**config.mk**
```make
export PLATFORM = sky130hd
export DESIGN_NAME = kway_heap_merge_flat
export DESIGN_NICKNAME = d
export VERILOG_FILES = /design/src/rtl/kwm_pkg.sv /design/src/rtl/kwm_stream_if.sv /design/src/rtl/kwm_ram.sv /design/src/rtl/kway_heap_merge.sv /design/src/flat_wrapper.sv
export SDC_FILE = /design/constraint.sdc
export NUM_CORES = 2
export LEC_CHECK = 0
export BUFFER_PORTS_ARGS = -buffer_cell sky130_fd_sc_hd__buf_2
export CAP_MARGIN = 30
export CORE_MARGIN = 2
export CORE_UTILIZATION = 45
export DETAILED_ROUTE_END_ITERATION = 6
export GPL_TIMING_DRIVEN = 0
export PLACE_DENSITY = 0.64
export SLEW_MARGIN = 20
export SYNTH_ARGS = -nofsm -noshare
export SYNTH_HDL_FRONTEND = slang
export SYNTH_SLANG_ARGS = --single-unit
```
**constraint.sdc**
```tcl
create_clock -name clk -period 12.5 [get_ports clk]
set_input_delay 1.25 -clock clk [delete_from_list [all_inputs] [get_ports clk]]
set_output_delay 1.25 -clock clk [all_outputs]
set_load 0.005 [all_outputs]
```
**src/rtl/kwm_pkg.sv**
```systemverilog
// Shared types and constants of the k-way heap merge engine.
// No dependencies; used by the stream interface instances and the top level.
package kwm_pkg;

	// Reach of the four-bit source field.
	localparam int SRC_REACH = 16;

	localparam int CMD_W  = 2;
	localparam int SRC_W  = 4;
	localparam int KEY_W  = 64;
	localparam int TERM_W = 32;
	localparam int NUM_W  = 5;

	localparam logic [CMD_W-1:0] CMD_START  = 2'd0;
	localparam logic [CMD_W-1:0] CMD_RECORD = 2'd1;
	localparam logic [CMD_W-1:0] CMD_END    = 2'd2;

	// Register indexes on the configuration port.
	localparam logic REG_NUM_SOURCES = 1'b0;
	localparam logic [NUM_W-1:0] NUM_SOURCES_RESET = 5'd16;

	typedef struct packed {
		logic [CMD_W-1:0]  command;
		logic [SRC_W-1:0]  source;
		logic [KEY_W-1:0]  sort_key;
		logic [TERM_W-1:0] term_tag;
	} in_item_t;

	typedef struct packed {
		logic              record_valid;
		logic [SRC_W-1:0]  out_source;
		logic [KEY_W-1:0]  out_key;
		logic [TERM_W-1:0] out_term;
		logic              same_term;
		logic [SRC_W-1:0]  refill_source;
		logic              merge_done;
	} out_item_t;

endpackage

```
**src/rtl/kwm_stream_if.sv**
```systemverilog
// Valid/ready stream interface with a typed payload.
// Instantiated with kwm_pkg::in_item_t or kwm_pkg::out_item_t as payload.
interface kwm_stream_if #(
	parameter type payload_t = logic
) ();
	logic     valid;
	logic     ready;
	payload_t payload;

	modport source (output valid, output payload, input ready);
	modport sink (input valid, input payload, output ready);
endinterface

```
**src/rtl/kwm_ram.sv**
```systemverilog
// Generic synchronous RAM: one write port, two read ports with registered data.
// No dependencies.
module kwm_ram #(
	parameter int WIDTH = 8,
	parameter int DEPTH = 16,
	localparam int AW = (DEPTH > 1) ? $clog2(DEPTH) : 1
) (
	input  logic             clk,
	input  logic             we,
	input  logic [AW-1:0]    waddr,
	input  logic [WIDTH-1:0] wdata,
	input  logic [AW-1:0]    raddr_a,
	output logic [WIDTH-1:0] rdata_a,
	input  logic [AW-1:0]    raddr_b,
	output logic [WIDTH-1:0] rdata_b
);
	logic [WIDTH-1:0] mem [DEPTH];

	always_ff @(posedge clk) begin
		if (we) begin
			mem[waddr] <= wdata;
		end
		rdata_a <= mem[raddr_a];
		rdata_b <= mem[raddr_b];
	end
endmodule

```
**src/rtl/kway_heap_merge.sv**
```systemverilog
// K-way merge engine: a binary min-heap of source indexes lives in one RAM and the head record
// (key and term) of every source in another; both have a registered read. Start a merge with
// command 0, then feed the first record or end of sources 0, 1, 2, ... in order; the engine
// stays ready between loading transactions. After the last source the heap is built bottom-up
// with sift-downs, and the minimum is emitted. From then on only the source named in
// refill_source is taken; a refill sifts through L heap levels, at most ceil(log2(heap size)),
// and each level needs a read of the heap RAM, a read of the head RAM and a compare. Results
// wait in an output register, so the next transaction is taken while a result is still pending;
// the result of that transaction is held back, and the engine with it, until the register has
// been emptied.
module kway_heap_merge #(
	parameter int MAX_WAYS  = 16,
	parameter int KEY_BITS  = 64,
	parameter int TERM_BITS = 32
) (
	input  logic        clk,
	input  logic        arst_n,
	kwm_stream_if.sink   items,
	kwm_stream_if.source results,
	input  logic        psel,
	input  logic        penable,
	input  logic        pwrite,
	input  logic [2:0]  paddr,
	input  logic [31:0] pwdata,
	output logic [31:0] prdata,
	output logic        pready
);
	localparam int DEPTH = (MAX_WAYS < kwm_pkg::SRC_REACH) ? MAX_WAYS : kwm_pkg::SRC_REACH;
	localparam int IW = $clog2(DEPTH);
	localparam int CW = $clog2(DEPTH + 1);
	localparam int LW = IW + 2;
	localparam int HW = KEY_BITS + TERM_BITS;
	localparam int NW = kwm_pkg::NUM_W;
	localparam int SW = kwm_pkg::SRC_W;
	localparam int KO = kwm_pkg::KEY_W;
	localparam int TO = kwm_pkg::TERM_W;

	localparam logic [3:0] S_IDLE   = 4'd0;
	localparam logic [3:0] S_RDLAST = 4'd1;
	localparam logic [3:0] S_LDORD  = 4'd2;
	localparam logic [3:0] S_LDSRC  = 4'd3;
	localparam logic [3:0] S_LDKEY  = 4'd4;
	localparam logic [3:0] S_LVL    = 4'd5;
	localparam logic [3:0] S_CH     = 4'd6;
	localparam logic [3:0] S_CMP    = 4'd7;
	localparam logic [3:0] S_EMRD   = 4'd8;
	localparam logic [3:0] S_EMIT   = 4'd9;

	logic [3:0]           state_q;
	logic [NW-1:0]        num_q;
	logic [CW-1:0]        heap_q;
	logic [CW-1:0]        loaded_q;
	logic                 merging_q;
	logic [TERM_BITS-1:0] last_term_q;
	logic                 last_valid_q;
	logic [IW-1:0]        root_q;
	logic [IW-1:0]        pos_q;
	logic [IW-1:0]        i_q;
	logic                 build_q;
	logic [IW-1:0]        cur_src_q;
	logic [KEY_BITS-1:0]  cur_key_q;
	logic [IW-1:0]        cl_src_q;
	logic [IW-1:0]        cr_src_q;
	logic                 out_valid_q;
	kwm_pkg::out_item_t   out_q;

	kwm_pkg::in_item_t    in_item;
	logic                 in_fire;
	logic [KEY_BITS-1:0]  in_key;
	logic [TERM_BITS-1:0] in_term;
	logic                 cmd_rec;
	logic                 cmd_end;
	logic [NW-1:0]        ways_n;
	logic                 loading;
	logic                 load_ok;
	logic                 refill_ok;
	logic                 last_load;
	logic [CW-1:0]        cnt_after;
	logic [CW-1:0]        build_i;

	logic [LW-1:0]        l_idx;
	logic [LW-1:0]        r_idx;
	logic                 has_l;
	logic                 has_r;
	logic [KEY_BITS-1:0]  key_l;
	logic [KEY_BITS-1:0]  key_r;
	logic [KEY_BITS-1:0]  best_key;
	logic                 take_l;
	logic                 take_r;
	logic                 move;
	logic [IW-1:0]        mv_src;
	logic [IW-1:0]        mv_pos;
	logic                 sift_end;
	logic                 can_load;

	logic                 ord_we;
	logic [IW-1:0]        ord_waddr;
	logic [IW-1:0]        ord_wdata;
	logic [IW-1:0]        ord_ra;
	logic [IW-1:0]        ord_rb;
	logic [IW-1:0]        ord_rd_a;
	logic [IW-1:0]        ord_rd_b;
	logic                 head_we;
	logic [HW-1:0]        head_wdata;
	logic [IW-1:0]        head_ra;
	logic [IW-1:0]        head_rb;
	logic [HW-1:0]        head_rd_a;
	logic [HW-1:0]        head_rd_b;
	logic [TERM_BITS-1:0] em_term;
	kwm_pkg::out_item_t   em_item;

	logic                 cfg_we;

	// Configuration port.
	assign pready = 1'b1;
	assign cfg_we = psel && penable && pwrite && (paddr[2] == kwm_pkg::REG_NUM_SOURCES);
	always_comb begin
		prdata = '0;
		if (paddr[2] == kwm_pkg::REG_NUM_SOURCES) begin
			prdata = 32'(num_q);
		end
	end

	// Input decode.
	assign in_item = items.payload;
	assign items.ready = (state_q == S_IDLE);
	assign in_fire = items.valid && items.ready;
	assign in_key = KEY_BITS'(in_item.sort_key);
	assign in_term = TERM_BITS'(in_item.term_tag);
	assign cmd_rec = (in_item.command == kwm_pkg::CMD_RECORD);
	assign cmd_end = (in_item.command == kwm_pkg::CMD_END);

	always_comb begin
		if (num_q == '0) begin
			ways_n = NW'(1);
		end else if (num_q > NW'(DEPTH)) begin
			ways_n = NW'(DEPTH);
		end else begin
			ways_n = num_q;
		end
	end

	assign loading   = NW'(loaded_q) < ways_n;
	assign load_ok   = merging_q && loading && (cmd_rec || cmd_end)
		&& ({1'b0, in_item.source} == NW'(loaded_q));
	assign refill_ok = merging_q && !loading && (cmd_rec || cmd_end) && (heap_q != '0)
		&& ({1'b0, in_item.source} == NW'(root_q));
	assign last_load = (NW'(loaded_q) + NW'(1)) == ways_n;
	assign cnt_after = cmd_rec ? heap_q + CW'(1) : heap_q;
	assign build_i   = cnt_after >> 1;

	// Sift-down datapath: the sifted record stays in cur_*; only the heap slot it
	// leaves behind is rewritten at each level, and its own slot once at the end.
	assign l_idx    = LW'({pos_q, 1'b1});
	assign r_idx    = l_idx + LW'(1);
	assign has_l    = l_idx < LW'(heap_q);
	assign has_r    = r_idx < LW'(heap_q);
	assign key_l    = head_rd_a[HW-1 -: KEY_BITS];
	assign key_r    = head_rd_b[HW-1 -: KEY_BITS];
	assign take_l   = key_l < cur_key_q;
	assign best_key = take_l ? key_l : cur_key_q;
	assign take_r   = has_r && (key_r < best_key);
	assign move     = take_l || take_r;
	assign mv_src   = take_r ? cr_src_q : cl_src_q;
	assign mv_pos   = take_r ? IW'(r_idx) : IW'(l_idx);
	assign sift_end = ((state_q == S_LVL) && !has_l) || ((state_q == S_CMP) && !move);

	assign em_term  = head_rd_a[TERM_BITS-1:0];
	assign can_load = !out_valid_q || results.ready;

	// Result transaction built from the root's head record.
	always_comb begin
		em_item = '0;
		if (heap_q == '0) begin
			em_item.merge_done = 1'b1;
		end else begin
			em_item.record_valid  = 1'b1;
			em_item.out_source    = SW'(root_q);
			em_item.refill_source = SW'(root_q);
			em_item.out_key       = KO'(head_rd_a[HW-1 -: KEY_BITS]);
			em_item.out_term      = TO'(em_term);
			em_item.same_term     = last_valid_q && (em_term == last_term_q);
		end
	end

	// RAM port control.
	always_comb begin
		ord_we    = 1'b0;
		ord_waddr = pos_q;
		ord_wdata = cur_src_q;
		ord_ra    = pos_q;
		ord_rb    = pos_q;
		head_ra   = root_q;
		head_rb   = ord_rd_b;
		case (state_q)
			S_IDLE: begin
				ord_ra = IW'(heap_q - CW'(1));
				if (in_fire && load_ok && cmd_rec) begin
					ord_we    = 1'b1;
					ord_waddr = IW'(heap_q);
					ord_wdata = IW'(in_item.source);
				end
			end
			S_RDLAST: begin
				ord_we    = 1'b1;
				ord_waddr = '0;
				ord_wdata = ord_rd_a;
				head_ra   = ord_rd_a;
			end
			S_LDSRC: begin
				head_ra = ord_rd_a;
			end
			S_LVL: begin
				ord_ra = IW'(l_idx);
				ord_rb = IW'(r_idx);
				if (!has_l) begin
					ord_we = 1'b1;
				end
			end
			S_CH: begin
				head_ra = ord_rd_a;
				head_rb = ord_rd_b;
			end
			S_CMP: begin
				ord_we    = 1'b1;
				ord_wdata = move ? mv_src : cur_src_q;
			end
			default: begin
			end
		endcase
	end

	assign head_we    = in_fire && cmd_rec && (load_ok || refill_ok);
	assign head_wdata = {in_key, in_term};

	kwm_ram #(.WIDTH(IW), .DEPTH(DEPTH)) u_order_ram (
		.clk     (clk),
		.we      (ord_we),
		.waddr   (ord_waddr),
		.wdata   (ord_wdata),
		.raddr_a (ord_ra),
		.rdata_a (ord_rd_a),
		.raddr_b (ord_rb),
		.rdata_b (ord_rd_b)
	);

	kwm_ram #(.WIDTH(HW), .DEPTH(DEPTH)) u_head_ram (
		.clk     (clk),
		.we      (head_we),
		.waddr   (IW'(in_item.source)),
		.wdata   (head_wdata),
		.raddr_a (head_ra),
		.rdata_a (head_rd_a),
		.raddr_b (head_rb),
		.rdata_b (head_rd_b)
	);

	assign results.valid   = out_valid_q;
	assign results.payload = out_q;

	always_ff @(posedge clk or negedge arst_n) begin
		if (!arst_n) begin
			state_q      <= S_IDLE;
			num_q        <= kwm_pkg::NUM_SOURCES_RESET;
			heap_q       <= '0;
			loaded_q     <= '0;
			merging_q    <= 1'b0;
			last_term_q  <= '0;
			last_valid_q <= 1'b0;
			root_q       <= '0;
			pos_q        <= '0;
			i_q          <= '0;
			build_q      <= 1'b0;
			cur_src_q    <= '0;
			cur_key_q    <= '0;
			cl_src_q     <= '0;
			cr_src_q     <= '0;
			out_valid_q  <= 1'b0;
			out_q        <= '0;
		end else begin
			if (cfg_we) begin
				num_q <= pwdata[NW-1:0];
			end
			// The root slot is mirrored so that refill_source needs no RAM read.
			if (ord_we && (ord_waddr == '0)) begin
				root_q <= ord_wdata;
			end
			if ((state_q == S_EMIT) && can_load) begin
				out_valid_q <= 1'b1;
			end else if (out_valid_q && results.ready) begin
				out_valid_q <= 1'b0;
			end

			case (state_q)
				S_IDLE: begin
					if (in_fire) begin
						if (in_item.command == kwm_pkg::CMD_START) begin
							heap_q       <= '0;
							loaded_q     <= '0;
							merging_q    <= 1'b1;
							last_valid_q <= 1'b0;
							last_term_q  <= '0;
						end else if (load_ok) begin
							heap_q   <= cnt_after;
							loaded_q <= loaded_q + CW'(1);
							if (last_load) begin
								build_q <= 1'b1;
								if (build_i == '0) begin
									state_q <= S_EMRD;
								end else begin
									i_q     <= IW'(build_i - CW'(1));
									pos_q   <= IW'(build_i - CW'(1));
									state_q <= S_LDORD;
								end
							end
						end else if (refill_ok) begin
							build_q <= 1'b0;
							pos_q   <= '0;
							if (cmd_rec) begin
								cur_src_q <= root_q;
								cur_key_q <= in_key;
								state_q   <= (heap_q > CW'(1)) ? S_LVL : S_EMRD;
							end else begin
								heap_q  <= heap_q - CW'(1);
								state_q <= (heap_q == CW'(1)) ? S_EMRD : S_RDLAST;
							end
						end
					end
				end
				S_RDLAST: begin
					// The last leaf has just been moved to the root.
					cur_src_q <= ord_rd_a;
					state_q   <= (heap_q > CW'(1)) ? S_LDKEY : S_EMRD;
				end
				S_LDORD: begin
					state_q <= S_LDSRC;
				end
				S_LDSRC: begin
					cur_src_q <= ord_rd_a;
					state_q   <= S_LDKEY;
				end
				S_LDKEY: begin
					cur_key_q <= head_rd_a[HW-1 -: KEY_BITS];
					state_q   <= S_LVL;
				end
				S_LVL: begin
					if (has_l) begin
						state_q <= S_CH;
					end
				end
				S_CH: begin
					cl_src_q <= ord_rd_a;
					cr_src_q <= ord_rd_b;
					state_q  <= S_CMP;
				end
				S_CMP: begin
					if (move) begin
						pos_q   <= mv_pos;
						state_q <= S_LVL;
					end
				end
				S_EMRD: begin
					state_q <= S_EMIT;
				end
				S_EMIT: begin
					if (can_load) begin
						out_q <= em_item;
						if (heap_q == '0) begin
							merging_q <= 1'b0;
						end else begin
							last_term_q  <= em_term;
							last_valid_q <= 1'b1;
						end
						state_q <= S_IDLE;
					end
				end
				default: begin
					state_q <= S_IDLE;
				end
			endcase

			// End of one sift-down: continue the heap build or emit the minimum.
			if (sift_end) begin
				if (build_q && (i_q != '0)) begin
					i_q     <= i_q - IW'(1);
					pos_q   <= i_q - IW'(1);
					state_q <= S_LDORD;
				end else begin
					state_q <= S_EMRD;
				end
			end
		end
	end

	a_heap_within_loaded: assert property (@(posedge clk) disable iff (!arst_n)
		heap_q <= loaded_q)
		else $error("heap holds more records than sources loaded");

	a_sift_pos_in_heap: assert property (@(posedge clk) disable iff (!arst_n)
		(state_q == S_LVL) |-> (CW'(pos_q) < heap_q))
		else $error("sift position lies outside the heap");

	a_result_taken_clears: assert property (@(posedge clk) disable iff (!arst_n)
		(results.valid && results.ready && (state_q != S_EMIT)) |=> !results.valid)
		else $error("result repeated after its transaction");

	a_emit_loads_result: assert property (@(posedge clk) disable iff (!arst_n)
		((state_q == S_EMIT) && !results.valid) |=> (results.valid && (state_q == S_IDLE)))
		else $error("emit state did not load the output register");

endmodule

```
**src/flat_wrapper.sv**
```systemverilog
// flat-port wrapper written by rule: the top's interface ports become plain ports
module kway_heap_merge_flat import kwm_pkg::*;
#(
	parameter int MAX_WAYS  = 16,
	parameter int KEY_BITS  = 64,
	parameter int TERM_BITS = 32
)
  (clk, arst_n, psel, penable, pwrite, paddr, pwdata, prdata, pready, items_valid, items_payload, items_ready, results_valid, results_payload, results_ready);
  kwm_stream_if #(.payload_t(in_item_t)) items_i ();
  kwm_stream_if #(.payload_t(out_item_t)) results_i ();
  input  logic clk;
  input  logic arst_n;
  input  logic psel;
  input  logic penable;
  input  logic pwrite;
  input  logic [2:0] paddr;
  input  logic [31:0] pwdata;
  output logic [31:0] prdata;
  output logic pready;
  input wire logic [$bits(items_i.valid)-1:0] items_valid;
  input wire logic [$bits(items_i.payload)-1:0] items_payload;
  output wire logic [$bits(items_i.ready)-1:0] items_ready;
  output wire logic [$bits(results_i.valid)-1:0] results_valid;
  output wire logic [$bits(results_i.payload)-1:0] results_payload;
  input wire logic [$bits(results_i.ready)-1:0] results_ready;
  assign items_i.valid = items_valid;
  assign items_i.payload = items_payload;
  assign items_ready = items_i.ready;
  assign results_valid = results_i.valid;
  assign results_payload = results_i.payload;
  assign results_i.ready = results_ready;
  kway_heap_merge #(.MAX_WAYS(MAX_WAYS), .KEY_BITS(KEY_BITS), .TERM_BITS(TERM_BITS)) u_core (.clk(clk), .arst_n(arst_n), .items(items_i), .results(results_i), .psel(psel), .penable(penable), .pwrite(pwrite), .paddr(paddr), .pwdata(pwdata), .prdata(prdata), .pready(pready));
endmodule
```
==> flow_metrics.tcl <==
set metrics [dict create \
    met3_usage_pct 6.52 \
    critPathCaptureType "flip-flop" \
    cp_top_family "compound AO/OA/AOI/OAI gates" \
    total_power_mw 25.4 \
    layout-drive-gt1-share_pct 28.0 \
    seq_area_frac_synth_pct 65.2 \
    die_area_um2 200000 \
    grt_pass1_vias 53798 \
    post_cts_buffers 0 \
    irDropWorstVdd_mv 0.150 \
    clock.fmax_mhz 115 \
    antenna_found_initial 46 \
    synth_ff_type "edfxtp_1" \
    clock_sinks 2014 \
    wl_mm 278 \
    status "complete, no violations" \
    layout.nets 6092 \
    hp-class "primary input to asynchronous set/reset pin" \
    cp.required_ns 13.00 \
    path_class "flip-flop to flip-flop" \
    yosysWarnings 0 \
    cap_violations 0 \
    vias 54566 \
    synth_edf_count 1600 \
    hold_viol 0 \
    drc 0 \
    die_height_um 447 \
    fin_skew_ns 0.0933 \
    worst-path-buf-inv 5 \
    grt_usage_pct 27.6 \
    finalMaxSlewViolations 0 \
    post-place-cells 8203 \
    use_met1_pct 36.4 \
    core_um2 195000 \
    die-width_um 447 \
    rows 162 \
    clkTransAtPathRegs_ns 0.07 \
    ys_ff_latch 2014 \
    power_density_nw_per_um2 246 \
    worst_path_largest_cell_delay_ns 0.71 \
    vias_per_cell 6.32 \
    start_util_pct 45.3 \
    rsz0062_at_grt "false" \
    ios 286 \
    ctsHoldBuffers 0 \
    clk_path_buf_depth 3 \
    postRouteAntennaNets 0 \
    syn_to_final_growth_pct 16.7 \
    cts_tree "built" \
    critPathMaxFanout 16 \
    netlist-cell-type-count 77 \
    slew_headroom_pct 27.4 \
    avgRoutedWirePerCell_um 32.2 \
    clockRootBuffer "clkbuf_16" \
    worstMarginPinSlew_ns 1.09 \
    dpl.hpwl_mm 194 \
    cts_made_buffers 204 \
    gr-total-overflow 0 \
    drtPass1Iterations 6 \
    grt_max_degree 83 \
    timing.final.crit_share_pct 69.4 \
    stdcell_count 8630 \
    path_cells "ha_1 -> nand4_1 -> nor4_1 -> and3_1 -> a41oi_1 -> nand2_1 -> buf_1 -> buf_1 -> buf_6 -> buf_2 -> mux2i_1 -> ha_1 -> a211oi_1 -> o21ai_0 -> nand4_1 -> o21ai_0 -> nor2_1 -> o211ai_1 -> or2_2 -> a21o_1 -> clkbuf_1 -> mux2i_1 -> o21ai_2" \
    cts.repair.resized 0 \
    leakagePower_nw 36.1 \
    htreeDepth 4 \
    critPathLaunchType "flip-flop" \
    port_buffers 225 \
    grt_pass1_wl_mm 392 \
    finalSetupTns_ns 0 \
    fillerInstances 15570 \
    setup_viol 0 \
    async_flop_share_pct 12.2 \
    syn_inst 5145 \
    routabilityCongestion 0.911 \
    postSynthAreaPerCell_um2 17.2 \
    busiest_layer "met2" \
    period_needed_ns 8.67 \
    worst_path_max_delay_cell "o21ai_2" \
    drtIter0Drc 7206 \
    clk_latency_ns 0.89 \
    cp.arrival_ns 9.17 \
    netlist_area_um2 88300 \
    use_met2_pct 43.8 \
]
metrics by stage:
stage | hold slack, ns | util [%] | setup slack (ns) | area (µm²)
CTS | 0.220 | 52.8 | 3.66 | 103000
detailed placement | 0.466 | 49.3 | 3.71 | 96100
global route | 0.240 | 52.9 | 3.57 | 103000
finish | 0.258 | 52.9 | 3.83 | 103000
floorplan | 0.453 | - | 2.45 | 88400
global placement | 0.461 | 47.6 | -8.77 | 92900
cells by family after synthesis:
family	Yosys count	share of synthesized area, %
DFF	2014	65.2
adders and majority gates	148	2.10
buffers and inverters	443	2.22
muxes	894	20.2
xor gates and xnor gates	56	0.555
and+or+nand+nor	891	4.61
other	2	0.00850
AOI/OAI and AO/OA	697	5.10
cell usage after synthesis (4+ instances only):
library cell | instances | share of area (%)
edfxtp_1 | 1600 | 54
mux4_2 | 712 | 18
nand2_1 | 435 | 1.8
dfrtp_1 | 245 | 6.9
clkbuf_1 | 210 | 0.89
dfxtp_1 | 168 | 3.8
nor2_1 | 159 | 0.68
mux2i_1 | 158 | 1.8
o21ai_0 | 150 | 0.85
ha_1 | 148 | 2.1
a21oi_1 | 144 | 0.82
a211oi_1 | 129 | 1.1
a31oi_1 | 110 | 0.78
and2_1 | 110 | 0.78
inv_1 | 81 | 0.34
a22o_1 | 66 | 0.65
buf_4 | 56 | 0.48
buf_2 | 51 | 0.29
buf_1 | 39 | 0.17
nand4_1 | 33 | 0.23
xnor2_1 | 33 | 0.33
nand3_1 | 31 | 0.18
nor3_1 | 28 | 0.16
o211ai_1 | 27 | 0.23
mux2_2 | 24 | 0.31
xor2_1 | 23 | 0.23
or3_1 | 20 | 0.14
nor4_1 | 16 | 0.11
nor2b_1 | 13 | 0.092
nand2b_1 | 12 | 0.085
a21o_1 | 9 | 0.076
and3_1 | 7 | 0.050
o21a_1 | 6 | 0.051
a221oi_1 | 5 | 0.050
a311o_1 | 5 | 0.057
o2111ai_1 | 5 | 0.050
o31ai_1 | 5 | 0.042
or2_2 | 5 | 0.035
a22oi_1 | 4 | 0.034
o21bai_1 | 4 | 0.034
state kept, by name, summed over array words and instances, names as in the netlist:
register	count
u_core.cur_key_q	64
u_core.num_q	5
u_core.cur_src_q	4
u_core.u_head_ram.rdata_b	64
u_core.results.valid	1
u_core.merging_q	1
u_core.u_head_ram.mem	1536
u_core.last_term_q	32
u_core.build_q	1
u_core.u_order_ram.rdata_b	4
u_core.root_q	4
u_core.cr_src_q	4
u_core.i_q	4
u_core.heap_q	5
u_core.u_order_ram.mem	64
u_core.u_head_ram.rdata_a	96
u_core.u_order_ram.rdata_a	4
u_core.loaded_q	5
u_core.state_q	4
u_core.pos_q	4
u_core.cl_src_q	4
u_core.last_valid_q	1
u_core.results.payload	103
report_power, final:
part           internal, mW  switching (mW)
logic                  4.38            6.26
registers              7.94           0.665
clock network          3.44            2.71
cell usage in the layout, fill, tap and decap left out, drive strengths merged, types with 148 or more instances in the layout:
cell / n
buf: 571
dfrtp: 245
edfxtp: 1600
o21ai: 154
dfxtp: 168
ha: 148
clkbuf: 499
nand2: 437
mux2i: 158
mux4: 712
nor2: 160
metal layers:
layer | share of wire [%] | vias up
met5 | 0.061 | -
met4 | 4.7 | 26
met3 | 10 | 617
met2 | 47 | 3477
met1 | 38 | 28385
li1 | - | 22061
area by class of cell:
type / instances / area, µm² / share of cell area (%)
Sequential cell: 2014 / 57600 / 55.8
Multi-Input combinational cell: 2714 / 29100 / 28.2
Clock buffer: 288 / 5820 / 5.65
Timing Repair Buffer: 423 / 4310 / 4.18
Tap cell: 2624 / 3280 / 3.18
Buffer: 359 / 1690 / 1.64
Clock inverter: 101 / 1000 / 0.973
Inverter: 84 / 320 / 0.311
Antenna cell: 23 / 57.6 / 0.0558
path summary, 6_finish.rpt:
check,startpoint,endpoint,slack [ns],cells after the start
min reg2reg,u_core.results.payload[57],u_core.results.payload[57],0.47,2
max,u_core.u_head_ram.rdata_a[91],u_core.u_order_ram.mem[1][2],3.83,23
min in group clk,u_core.results.payload[57],u_core.results.payload[57],0.47,2
min,arst_n,u_core.root_q[3],0.26,1
max reg2reg,u_core.u_head_ram.rdata_a[91],u_core.u_order_ram.mem[1][2],3.83,23
max in group asynchronous,arst_n,u_core.results.payload[26],10.99,3
Power figures use the tool's default switching activity.
